===== config.mk =====
export PLATFORM = sky130hd
export DESIGN_NAME = psu_lane
export DESIGN_NICKNAME = d
export VERILOG_FILES = /design/src/rtl/psu_pkg.sv /design/src/rtl/psu_lane.sv
export SDC_FILE = /design/constraint.sdc
export NUM_CORES = 1
export LEC_CHECK = 0
export BUFFER_PORTS_ARGS = -buffer_cell sky130_fd_sc_hd__buf_2
export CORE_ASPECT_RATIO = 1.1
export CORE_MARGIN = 2
export CORE_UTILIZATION = 25
export DETAILED_ROUTE_END_ITERATION = 7
export GPL_ROUTABILITY_DRIVEN = 0
export PLACE_DENSITY = 0.38
export SYNTH_ARGS = -nofsm -noshare
export SYNTH_HDL_FRONTEND = slang
export SYNTH_SLANG_ARGS = --single-unit

===== constraint.sdc =====
create_clock -name vclk -period 14
set_clock_uncertainty 0.1 [all_clocks]
set_input_delay 0.7 -clock vclk [all_inputs]
set_output_delay 0.7 -clock vclk [all_outputs]
set_load 0.01 [all_outputs]

===== src/rtl/psu_pkg.sv =====
// ----------------------------------------------------------------------------
// psu_pkg
// Shared types and constants for the png scanline unfilter: filter codes,
// register indexes, pixel layout and default line store size.
// ----------------------------------------------------------------------------
`default_nettype none

package psu_pkg;

	// channel layout of one pixel, red in the low byte
	localparam int NUM_CH   = 4;
	localparam int CH_RED   = 0;
	localparam int CH_GREEN = 1;
	localparam int CH_BLUE  = 2;
	localparam int CH_ALPHA = 3;

	typedef logic [7:0] byte_t;
	typedef logic [NUM_CH-1:0][7:0] pixel_t;

	// row filter codes
	localparam byte_t FILT_NONE  = 8'd0;
	localparam byte_t FILT_SUB   = 8'd1;
	localparam byte_t FILT_UP    = 8'd2;
	localparam byte_t FILT_AVG   = 8'd3;
	localparam byte_t FILT_PAETH = 8'd4;

	// configuration register map
	localparam int CFG_IDX_W  = 2;
	localparam int CFG_DATA_W = 16;
	localparam logic [CFG_IDX_W-1:0] REG_IMAGE_WIDTH  = 2'd0;
	localparam logic [CFG_IDX_W-1:0] REG_IMAGE_HEIGHT = 2'd1;
	localparam logic [CFG_IDX_W-1:0] REG_HAS_ALPHA    = 2'd2;

	localparam int WIDTH_W  = 13;
	localparam int HEIGHT_W = 16;

	// default line store depth in pixels
	localparam int MAX_WIDTH_DEFAULT = 4096;

endpackage

`default_nettype wire


===== src/rtl/psu_lane.sv =====
// ----------------------------------------------------------------------------
// psu_lane
// One channel of filter reconstruction: forms the predictor from the left,
// up and upper-left bytes and adds it to the filtered byte modulo 256.
// ----------------------------------------------------------------------------
`default_nettype none

module psu_lane (
	input  wire psu_pkg::byte_t kind,
	input  wire psu_pkg::byte_t raw,
	input  wire psu_pkg::byte_t left,
	input  wire psu_pkg::byte_t up,
	input  wire psu_pkg::byte_t upleft,
	output psu_pkg::byte_t      recon
);

	logic        [8:0]  avg_sum;
	logic signed [10:0] sa, sb, sc;
	logic signed [10:0] pa_raw, pb_raw, pc_raw;
	logic        [10:0] da, db, dc;
	psu_pkg::byte_t     paeth;
	psu_pkg::byte_t     pred;

	// sum of left and up over nine bits, halved for the average
	assign avg_sum = {1'b0, left} + {1'b0, up};

	// paeth distances: |p-a| = |b-c|, |p-b| = |a-c|, |p-c| = |a+b-2c|
	always_comb begin
		sa = signed'({3'b000, left});
		sb = signed'({3'b000, up});
		sc = signed'({3'b000, upleft});
		pa_raw = sb - sc;
		pb_raw = sa - sc;
		pc_raw = sa + sb - sc - sc;
		da = (pa_raw < 0) ? unsigned'(-pa_raw) : unsigned'(pa_raw);
		db = (pb_raw < 0) ? unsigned'(-pb_raw) : unsigned'(pb_raw);
		dc = (pc_raw < 0) ? unsigned'(-pc_raw) : unsigned'(pc_raw);
		if (da <= db && da <= dc) begin
			paeth = left;
		end else if (db <= dc) begin
			paeth = up;
		end else begin
			paeth = upleft;
		end
	end

	// predictor select
	always_comb begin
		case (kind)
			psu_pkg::FILT_SUB:   pred = left;
			psu_pkg::FILT_UP:    pred = up;
			psu_pkg::FILT_AVG:   pred = avg_sum[8:1];
			psu_pkg::FILT_PAETH: pred = paeth;
			default:             pred = 8'd0;
		endcase
	end

	assign recon = raw + pred;

endmodule

`default_nettype wire


Word-level counts from Yosys, hierarchy flattened
Index checks and enable logic that the tools add are counted.
{"block": "word_totals", "ff_bits": 0, "latchBits": 0, "ramBits": 0, "rom_bits": 0, "inputBits": 40, "out_inout_bits": 8, "elab_cells": 27, "mem_count": 0}
{"block": "op_classes", "n_addsub": 10, "mul": 0, "n_div": 0, "magnitude_cmp": 6, "eq_ne": 4, "shift": 0, "muxes": 6, "n_bitwise": 0, "reduce_logical": 1}
{"operator": "$le 11x11->1", "n": 3}
{"operator": "$mux 11", "n": 3}
{"operator": "$pmux 8 s4", "n": 1}
{"operator": "$neg 9->11", "n": 2}
{"operator": "$add 8x8->9", "n": 2}
{"operator": "$lt 9x1->1 const B", "n": 2}
{"operator": "$sub 8x8->9", "n": 2}
{"operator": "$eq 8x2->1 const B", "n": 2}
{"operator": "$mux 8", "n": 2}
{"operator": "$lt 11x1->1 const B", "n": 1}
{"operator": "$neg 11->11", "n": 1}
{"operator": "$sub 10x9->11", "n": 1}
{"operator": "$sub 9x8->10", "n": 1}
{"operator": "$add 8x8->8", "n": 1}
{"operator": "$eq 8x1->1 const B", "n": 1}
{"operator": "$eq 8x3->1 const B", "n": 1}
{"operator": "$logic_and 1x1->1", "n": 1}

Longest topological paths before layout
Gate-level depths: netlist (run 1).
{"block": "logic_depth", "depth_word": 10, "ltp_mapped": 37, "ltp_nobuf": 37}

Worst setup path before layout (run 1)
No wires, ideal clock.
{"block": "synth_timing", "path_type": "input -> output", "from": "in left[1]", "to": "out recon[7]", "t_arrival_ps": 7093, "t_required_ps": 13200, "path_slack_ps": 6107, "path_stages": 31, "path_buffers": 1, "cell_sequence": "inv_1 fa_1 inv_1 fa_1 a21o_1 a211oi_1 nor2_1 ha_1 a21o_1 a21oi_1 o21ai_0 a221oi_2 xnor2_1 o221ai_1 a32oi_1 ha_1 a21oi_1 o21ai_0 a2111oi_0 o32a_1 clkbuf_1 nor2_1 a21oi_1 o22ai_1 ha_1 a21oi_1 nor2b_1 o21ai_0 a21oi_1 xnor2_1 xnor2_1"}
{"block": "synth_via", "elab_chain_len": 10, "word_cells_on_any_way": 19, "classes_between": "8 x add/sub; 5 x order compare; 5 x mux; 1 x reduce/logical"}
{"element": "start: declaration", "line": "psu_lane.sv:11", "rtl": "input wire psu_pkg::byte_t left,"}
{"element": "$add 8x8->9", "line": "psu_lane.sv:25, psu_lane.sv:34"}
{"element": "$sub 9x8->10", "line": "psu_lane.sv:34", "rtl": "pc_raw = sa + sb - sc - sc;"}
{"element": "$sub 10x9->11", "line": "psu_lane.sv:34"}
{"element": "$neg 11->11 or $lt 11x1->1 (tied branches)", "line": "psu_lane.sv:37", "rtl": "dc = (pc_raw < 0) ? unsigned'(-pc_raw) : unsigned'(pc_raw);"}
{"element": "$mux 11", "line": "psu_lane.sv:37"}
{"element": "$le 11x11->1, on equally long branches", "line": "psu_lane.sv:40, psu_lane.sv:38"}
{"element": "$mux 8 or $logic_and 1x1->1 (tied branches)", "line": "psu_lane.sv:40, psu_lane.sv:38"}
{"element": "$mux 8", "line": "psu_lane.sv:38", "rtl": "if (da <= db && da <= dc) begin"}
{"element": "$pmux 8 s4 *", "line": "psu_lane.sv:49", "rtl": "case (kind)"}
{"element": "$add 8x8->8 *", "line": "psu_lane.sv:58", "rtl": "assign recon = raw + pred;"}
{"element": "end: declaration", "line": "psu_lane.sv:14", "rtl": "output psu_pkg::byte_t recon"}
Mark *: on every way between the ends. The rest lies on a longest branch, timed or not.

Worst setup path after layout (run 1)
Ends and elaborated chain as after synthesis.

==> results of run 1 <==
-- report_power, final --
| group | switching, mW | total, mW | internal (mW) | leakage, nW |
|---|---|---|---|---|
| registers | 0 | 0 | 0 | 0 |
| clock network | 0 | 0 | 0 | 0 |
| logic | 0.338 | 0.572 | 0.234 | 2.09 |
| total | 0.338 | 0.572 | 0.234 | 2.09 |
-- final cells by class --
| class | count | area (sq um) |
|---|---|---|
| timing repair buffer | 48 | 240 |
| inverter | 55 | 206 |
| fill | 1695 | 10700 |
| tap | 196 | 245 |
| multi-input combinational | 459 | 3640 |
-- cells in the final DEF (no fill, tap or decap), types with 2 or more instances in the layout --
master and instances:
a2111oi_0 2, a211o_1 2, a211oi_1 6, a21o_1 18, a21oi_1 43, a22oi_1 5, a31oi_1 5, a41oi_1 2
and3_1 5, buf_2 48, conb_1 10, fa_1 13, ha_1 81, inv_1 55, mux2_2 2, mux2i_1 10
nand2_1 24, nand2b_1 7, nand3_1 9, nand4_1 3, nor2_1 36, nor2b_1 13, nor3_1 9, nor3b_1 2
nor4_1 5, o211ai_1 3, o21a_1 5, o21ai_0 29, o21bai_1 7, o22ai_1 7, o31ai_1 4, xnor2_1 40
xor2_1 23
-- final timing paths --
kind	end	startpoint	depth (start not counted)
hold / removal	recon[0]	raw[0]	3
setup / recovery	recon[7]	left[1]	33
-- stage by stage --
step	cell area (sq um)	hold slack [ns]	total power, mW	cells	util
after CTS	4340	1.62	0.580	758	0.288
after floorplan	3870	1.45	0.436	519	-
final	4340	1.61	0.572	758	0.288
after global placement	4340	1.60	0.570	758	0.288
after detailed placement	4340	1.62	0.577	758	0.288
after global routing	4340	1.64	0.652	758	0.288
-- layer usage --
metal	share of wire	global-route usage
met2	0.52	0.288
met3	0.025	0.00128
met5	0	0
met4	0.015	0.0185
met1	0.44	0.188
-- critical path, delay by kind of cell --
| family | cells | cell delay, ns |
|---|---|---|
| simple gates | 3 | 0.28 |
| fa+ha+maj | 5 | 1.99 |
| buf+inv | 4 | 0.49 |
| xor+xnor | 3 | 0.53 |
| compound gates | 18 | 4.51 |
-- kinds of logic (layout without fill, tap and decap cells) --
kind of cell,count (synthesis),count (layout),synth area share
adders and majority gates,94,94,0.332
buffers and inverters,60,103,0.0586
xor gates and xnor gates,63,63,0.144
and+or+nand+nor,123,123,0.161
other,2,10,0.00196
AOI/OAI and AO/OA,157,157,0.271
muxes,12,12,0.0319
==> flow_summary.json, run 1 <==
{
  "clock.fmax_mhz": 107,
  "cp_max_fo": 15,
  "setup_ws_ns": 4.69,
  "avgSynthCellArea_sq_um": 7.51,
  "ys_warn_count": 0,
  "ys_top_cells_by_area": "ha_1 26%, xnor2_1 9.1%, fa_1 6.8%, a21oi_1 5.6%, inv_1 5.4%",
  "end_kind": "output port",
  "maxSlewHeadroom": 0.432,
  "dr.first_iter.drc_count": 108,
  "ir_drop_uv": 32.9,
  "cts_setup_buffers": 0,
  "powerDensity_mw_per_mm2": 132,
  "setup_tns_ns": 0,
  "cpMaxStageDelayCell": "o32a_1",
  "grt_pass1_vias": 3823,
  "finalCritPeriodShare": 0.665,
  "ant_nets": 0,
  "slowest_delay_ns": 0.66,
  "hold_path_class": "primary input to output port",
  "grt_use_total": 0.149,
  "critPathKind": "primary input to output port",
  "synthesis.area_sq_mm": 0.00384,
  "dieArea_sq_mm": 0.0164,
  "fin_crit_ns": 9.31,
  "hold_violations": 0,
  "final-setup-viol-count": 0,
  "routedWlPerCell_um": 15.6,
  "start_util": 0.255,
  "fp.dieH_um": 134,
  "max_slew.worst_pin.slew_ns": 0.847,
  "drtPass1Iterations": 4,
  "required_ns": 13.20,
  "routed_via_density": 4.89,
  "hold_buffers": 0,
  "crit_top_cell": "a21oi_1",
  "seq_area_sq_um": 0,
  "cp_data_arrival_time_ns": 8.51,
  "core_sq_mm": 0.0151,
  "max-cap-violations": 0,
  "num_rows": 47,
  "vias": 3710,
  "leakagePower_nw": 2.09,
  "synth_top_area_cell": "ha_1",
  "layout-drive-gt1-share": 0.101,
  "startpoint_type": "primary input",
  "area_delta_synth_final_pct": 12.9,
  "synth_cell_types": 63,
  "status": "completed",
  "dp_worst_setup_slack_ns": 4.67,
  "rsz0062_at_grt": "false",
  "io_buffers": 48,
  "gr-total-overflow": 0,
  "die_w_um": 122,
  "final_nets": 698,
  "hpwl_um": 10900,
  "clock_buffers": 0,
  "antenna_cells": 0,
  "wl_um": 11800,
  "ios": 48,
  "synth.most_common_cell": "ha_1",
  "yosysSeqAreaShare": 0,
  "antenna_found_initial": 0,
  "synth_top_area_share": 0.264,
  "synthTopCellsByCount": "81 x ha_1, 55 x inv_1, 43 x a21oi_1",
  "slew_viol_final": 0,
  "synthCells": 511,
  "grt_max_degree": 17,
  "grt_first_pass_wirelength_um": 19600,
  "drc": 0,
  "cts.repair.resized": 0,
  "design.seq.count": 0
}
(Power assumes the default switching activity.)
==> run 2: changes to the inputs <==
--- a/config.mk
+++ b/config.mk
@@ -11,7 +11,7 @@
 export CORE_UTILIZATION = 25
 export DETAILED_ROUTE_END_ITERATION = 7
 export GPL_ROUTABILITY_DRIVEN = 0
-export PLACE_DENSITY = 0.38
+export PLACE_DENSITY = 0.39
 export SYNTH_ARGS = -nofsm -noshare
 export SYNTH_HDL_FRONTEND = slang
 export SYNTH_SLANG_ARGS = --single-unit
==> constraint.sdc (replaced) <==
create_clock -name vclk -period 8.5
set_clock_uncertainty 0.1 [all_clocks]
set_input_delay 0.425 -clock vclk [all_inputs]
set_output_delay 0.425 -clock vclk [all_outputs]
set_load 0.01 [all_outputs]
==> run 2 against run 1 <==
Non-clock buffer count grew 5. Critical path depth increased by 4. Via count grew 1.2%. Routed wire length grew 1.6%. Sequential share of layout area unchanged. Worst hold slack worse by 0.55 ns. Core utilization is 0.86 points higher. Total power increased by 79%. First-iteration DRC count is 44% higher. Design area is 3.0% higher. Clock-buffer cell count did not move. Critical endpoint is now recon[6].
==> flow_summary.json, run 2 (same netlist as run 1, synthesis figures left out) <==
{
  "status": "completed",
  "clock_buffers": 0,
  "dpl_cell_area_sq_mm": 0.00436,
  "required_ns": 7.98,
  "seq_area_sq_um": 0,
  "setup_ws_ns": 0.518,
  "final_cell_mix": "81 x ha_1, 55 x inv_1, 48 x buf_2",
  "wl_um": 12000,
  "area_delta_synth_final_pct": 16.3,
  "use_met3": 0.00213,
  "instances_no_fill": 763,
  "finalCritPeriodShare": 0.939,
  "hpwl_um": 10800,
  "fin_area_sq_mm": 0.00447,
  "hold_path_class": "primary input to output port",
  "end_kind": "output port",
  "critPathKind": "primary input to output port",
  "drc": 0,
  "hold_violations": 0,
  "cp_data_arrival_time_ns": 7.46,
  "rsz0062_at_grt": "true",
  "mostFrequentLayoutCell": "ha_1",
  "hold_buffers": 0,
  "num_rows": 47,
  "fp.dieH_um": 134,
  "die_w_um": 122,
  "max_slew.worst_pin.slew_ns": 0.916,
  "cpMaxStageDelayCell": "fa_1",
  "grt_use_total": 0.146,
  "grtUsageMet1": 0.182,
  "dr.first_iter.drc_count": 155,
  "cp_max_fo": 11,
  "dp_worst_setup_slack_ns": 0.101,
  "startpoint_type": "primary input",
  "routedWlPerCell_um": 15.8,
  "final-setup-viol-count": 0,
  "design.seq.count": 0,
  "ir_drop_uv": 57.8,
  "slowest_delay_ns": 0.53,
  "dp.cells": 761,
  "grt_first_pass_wirelength_um": 19000,
  "layout-drive-gt1-share": 0.132,
  "fin_crit_ns": 7.98,
  "final_nets": 703,
  "slew_viol_final": 0,
  "dieArea_sq_mm": 0.0164,
  "powerDensity_mw_per_mm2": 229,
  "grt_pass1_vias": 3744,
  "ant_nets": 0,
  "maxSlewHeadroom": 0.385,
  "final_util": 0.297,
  "antenna_cells": 0,
  "start_util": 0.255,
  "gr-total-overflow": 0,
  "grt_use_met2": 0.290,
  "grt_max_degree": 17,
  "routed_via_density": 4.92,
  "antenna_found_initial": 0,
  "leakagePower_nw": 2.13,
  "grt_busiest_layer": "met2",
  "vias": 3753,
  "io_buffers": 48,
  "drtPass1Iterations": 4,
  "core_sq_mm": 0.0151,
  "max-cap-violations": 0,
  "clock.fmax_mhz": 125,
  "ios": 48
}
[run 2: final timing paths]
path | end | slack [ns] | cells after the start | startpoint
setup / recovery | recon[6] | 0.52 | 37 | left[1]
hold / removal | recon[0] | 1.06 | 3 | raw[0]
[run 2: area by class of cell]
| type | instances | area [sq um] |
|---|---|---|
| inverters | 55 | 206 |
| well taps | 196 | 245 |
| fillers | 1683 | 10600 |
| multi-input cells | 459 | 3740 |
| repair buffers | 53 | 278 |
[run 2: per-layer routing]
| metal | share of wire | vias to the layer above | wire (um) |
|---|---|---|---|
| li1 | - | 1952 | - |
| met1 | 0.45 | 1748 | 5460 |
| met2 | 0.53 | 49 | 6340 |
| met3 | 0.013 | 4 | 158 |
| met4 | 0.0060 | 0 | 72 |
| met5 | 0 | - | 0 |
[run 2: critical path: cells and delay by family]
| kind | cells | cell delay, ns |
|---|---|---|
| buf+inv | 6 | 0.83 |
| fa+ha+maj | 5 | 1.90 |
| simple gates | 9 | 1.18 |
| mux | 1 | 0.09 |
| xor+xnor | 2 | 0.21 |
| compound gates | 14 | 2.80 |
[run 2: per-stage QoR]
stage	hold slack [ns]	setup TNS [ns]	total power, mW
floorplan	0.901	0	0.718
global placement	1.05	0	0.956
detailed placement	1.06	0	0.960
CTS	1.06	0	0.962
global route	1.07	-0.114	1.15
finish	1.06	0	1.02
[run 2: where the power goes]
group / switching, mW / internal (mW)
Sequential: 0 / 0
Combinational: 0.594 / 0.428
Clock: 0 / 0
[run 2: repair_timing]
action | 4_1_cts | 5_1_grt
endpoints found under the setup margin | 0 | 5
setup buffers | 0 | 2
hold endpoints to repair | 0 | 0
gates resized for setup | 0 | 20
==> run 3: changes to the inputs <==
--- a/config.mk
+++ b/config.mk
@@ -5,6 +5,7 @@
 export SDC_FILE = /design/constraint.sdc
 export NUM_CORES = 1
 export LEC_CHECK = 0
+export ABC_AREA = 1
 export BUFFER_PORTS_ARGS = -buffer_cell sky130_fd_sc_hd__buf_2
 export CORE_ASPECT_RATIO = 1.1
 export CORE_MARGIN = 2
==> run 3 against run 2 <==
Core utilization shrank 1.1 points. Setup slack gained 0.33 ns. Critical path depth grew 4. Worst hold slack gained 0.0033 ns. Combinational power shrank 9%. Total power shrank 9.5%. Non-clock buffer count shrank 5. Flip-flop and latch count is the same. Critical path type unchanged. Design area grew 4.3%.
==> flow_summary.json, run 3 <==
{
  "layout-drive-gt1-share": 0.0994,
  "rsz0062_at_grt": "false",
  "yosysSeqAreaShare": 0,
  "routed_via_density": 4.71,
  "status": "completed",
  "instances_no_fill": 928,
  "setup.worst_path.start": "left[2]",
  "synth_cell_types": 41,
  "die_w_um": 127,
  "dieArea_sq_mm": 0.0176,
  "finalCritPeriodShare": 0.901,
  "cpMaxStageDelayCell": "fa_1",
  "grt_pass1_vias": 4223,
  "synth_top_area_cell": "ha_1",
  "drtPass1Iterations": 5,
  "mostFrequentLayoutCell": "nand2_1",
  "synthCells": 670,
  "vias": 4370,
  "core_sq_mm": 0.0163,
  "area_delta_synth_final_pct": 12.5,
  "final_util": 0.286,
  "fp.dieH_um": 139,
  "powerDensity_mw_per_mm2": 199,
  "max_slew.worst_pin.slew_ns": 0.700,
  "synth.most_common_cell": "nand2_1",
  "drc": 0,
  "max-cap-violations": 0,
  "finalPower_uw": 926,
  "slew_viol_final": 0,
  "gr-total-overflow": 0,
  "worstSetupEndpoint": "recon[6]",
  "final-setup-viol-count": 0,
  "ys_top_cells_by_area": "ha_1 24%, nand2_1 15%, inv_1 12%, fa_1 6.3%, nand3_1 5.9%",
  "io_buffers": 48,
  "grt_max_degree": 16,
  "grt_first_pass_wirelength_um": 21700,
  "start_util": 0.254,
  "clock_buffers": 0,
  "antenna_found_initial": 0,
  "ys_warn_count": 0,
  "final_cell_mix": "163 x nand2_1, 134 x inv_1, 81 x ha_1",
  "hold_violations": 0,
  "slowest_delay_ns": 0.53,
  "grt_use_total": 0.152,
  "required_ns": 7.98,
  "dr.first_iter.drc_count": 219,
  "routedWlPerCell_um": 14.4,
  "crit_top_cell": "nand2_1",
  "fin_crit_ns": 7.66,
  "synthesis.area_sq_mm": 0.00414,
  "end_kind": "output port",
  "synthTopCellsByCount": "164 x nand2_1, 134 x inv_1, 81 x ha_1",
  "hpwl_um": 12000,
  "cts_setup_buffers": 0,
  "startpoint_type": "primary input",
  "antenna_cells": 0,
  "ir_drop_uv": 76.1,
  "final_nets": 860,
  "dp.cells": 928,
  "num_rows": 49,
  "design.seq.count": 0,
  "critPathKind": "primary input to output port",
  "ios": 48,
  "seq_area_sq_um": 0,
  "leakagePower_nw": 2.69,
  "wl_um": 13400,
  "ant_nets": 0,
  "cp_max_fo": 15,
  "clock.fmax_mhz": 131,
  "maxSlewHeadroom": 0.529,
  "hold_path_class": "primary input to output port",
  "avgSynthCellArea_sq_um": 6.18,
  "hold_buffers": 0,
  "setup_tns_ns": 0,
  "cp_data_arrival_time_ns": 7.13,
  "synth_top_area_share": 0.245
}
==> run 3: cell types whose count changed after synthesis, sizes merged, moves of 7 or more <==
cell    delta
nor2b     -13
o21ai     -16
inv       +81
nand2    +142
nand2b     -7
o211ai     +8
a21o      -14
xnor2     -29
nand3     +42
mux2i     -10
xor2      +10
nand4     +11
==> run 3: through the flow <==
step | hold slack, ns | worst slack (ns) | instance area [sq um]
finish | 1.06 | 0.844 | 4660
global route | 1.09 | 0.116 | 4660
CTS | 1.07 | 0.693 | 4660
detailed placement | 1.06 | 0.724 | 4660
global placement | 1.06 | 0.613 | 4660
floorplan | 0.901 | 2.03 | 4170
==> run 3: worst min-delay path by stage <==
stage | start | end | cells past startpoint | slack (ns)
after floorplan | raw[0] | recon[0] | 1 | 0.90
after global placement | raw[0] | recon[0] | 3 | 1.06
after detailed placement | raw[0] | recon[0] | 3 | 1.06
after CTS | raw[0] | recon[0] | 3 | 1.07
after global routing | raw[0] | recon[0] | 3 | 1.09
final | raw[0] | recon[0] | 3 | 1.06
==> run 3: routing by layer <==
metal	GRT usage	vias up	share of wire
met5	0	-	0
met4	0.0283	0	0.022
met3	0.00656	18	0.041
met2	0.273	126	0.48
met1	0.202	1929	0.46
li1	-	2297	-
==> run 3: logic make-up (layout without fill, tap and decap cells) <==
logic type / after synthesis / count (layout) / share of synthesized area
simple gates: 288 / 288 / 0.307
buf+inv: 138 / 184 / 0.126
compound gates: 104 / 104 / 0.152
fa+ha+maj: 94 / 94 / 0.308
xor+xnor: 44 / 44 / 0.106
other cells: 2 / 10 / 0.00181
==> run 3: cell type report <==
type	count	area (sq um)
multi-input combinational	540	3650
tap	204	255
timing repair buffer	48	240
inverter	136	510
fill	1875	11600
==> run 3: critical path: cells and delay by family <==
family          cells  cell delay (ns)
fa+ha+maj           6             2.15
compound gates      9             1.58
simple gates       18             1.83
xor+xnor            3             0.62
buf+inv             5             0.49
==> run 3: repair_timing <==
item,CTS,global route
endpoints found under the hold margin,0,0
setup endpoints to repair,0,1
resized for setup,0,1
==> run 3: report_power, final <==
part           switching, mW  internal [mW]  leakage [nW]
logic                  0.587          0.338          2.69
registers                  0              0             0
clock network              0              0             0
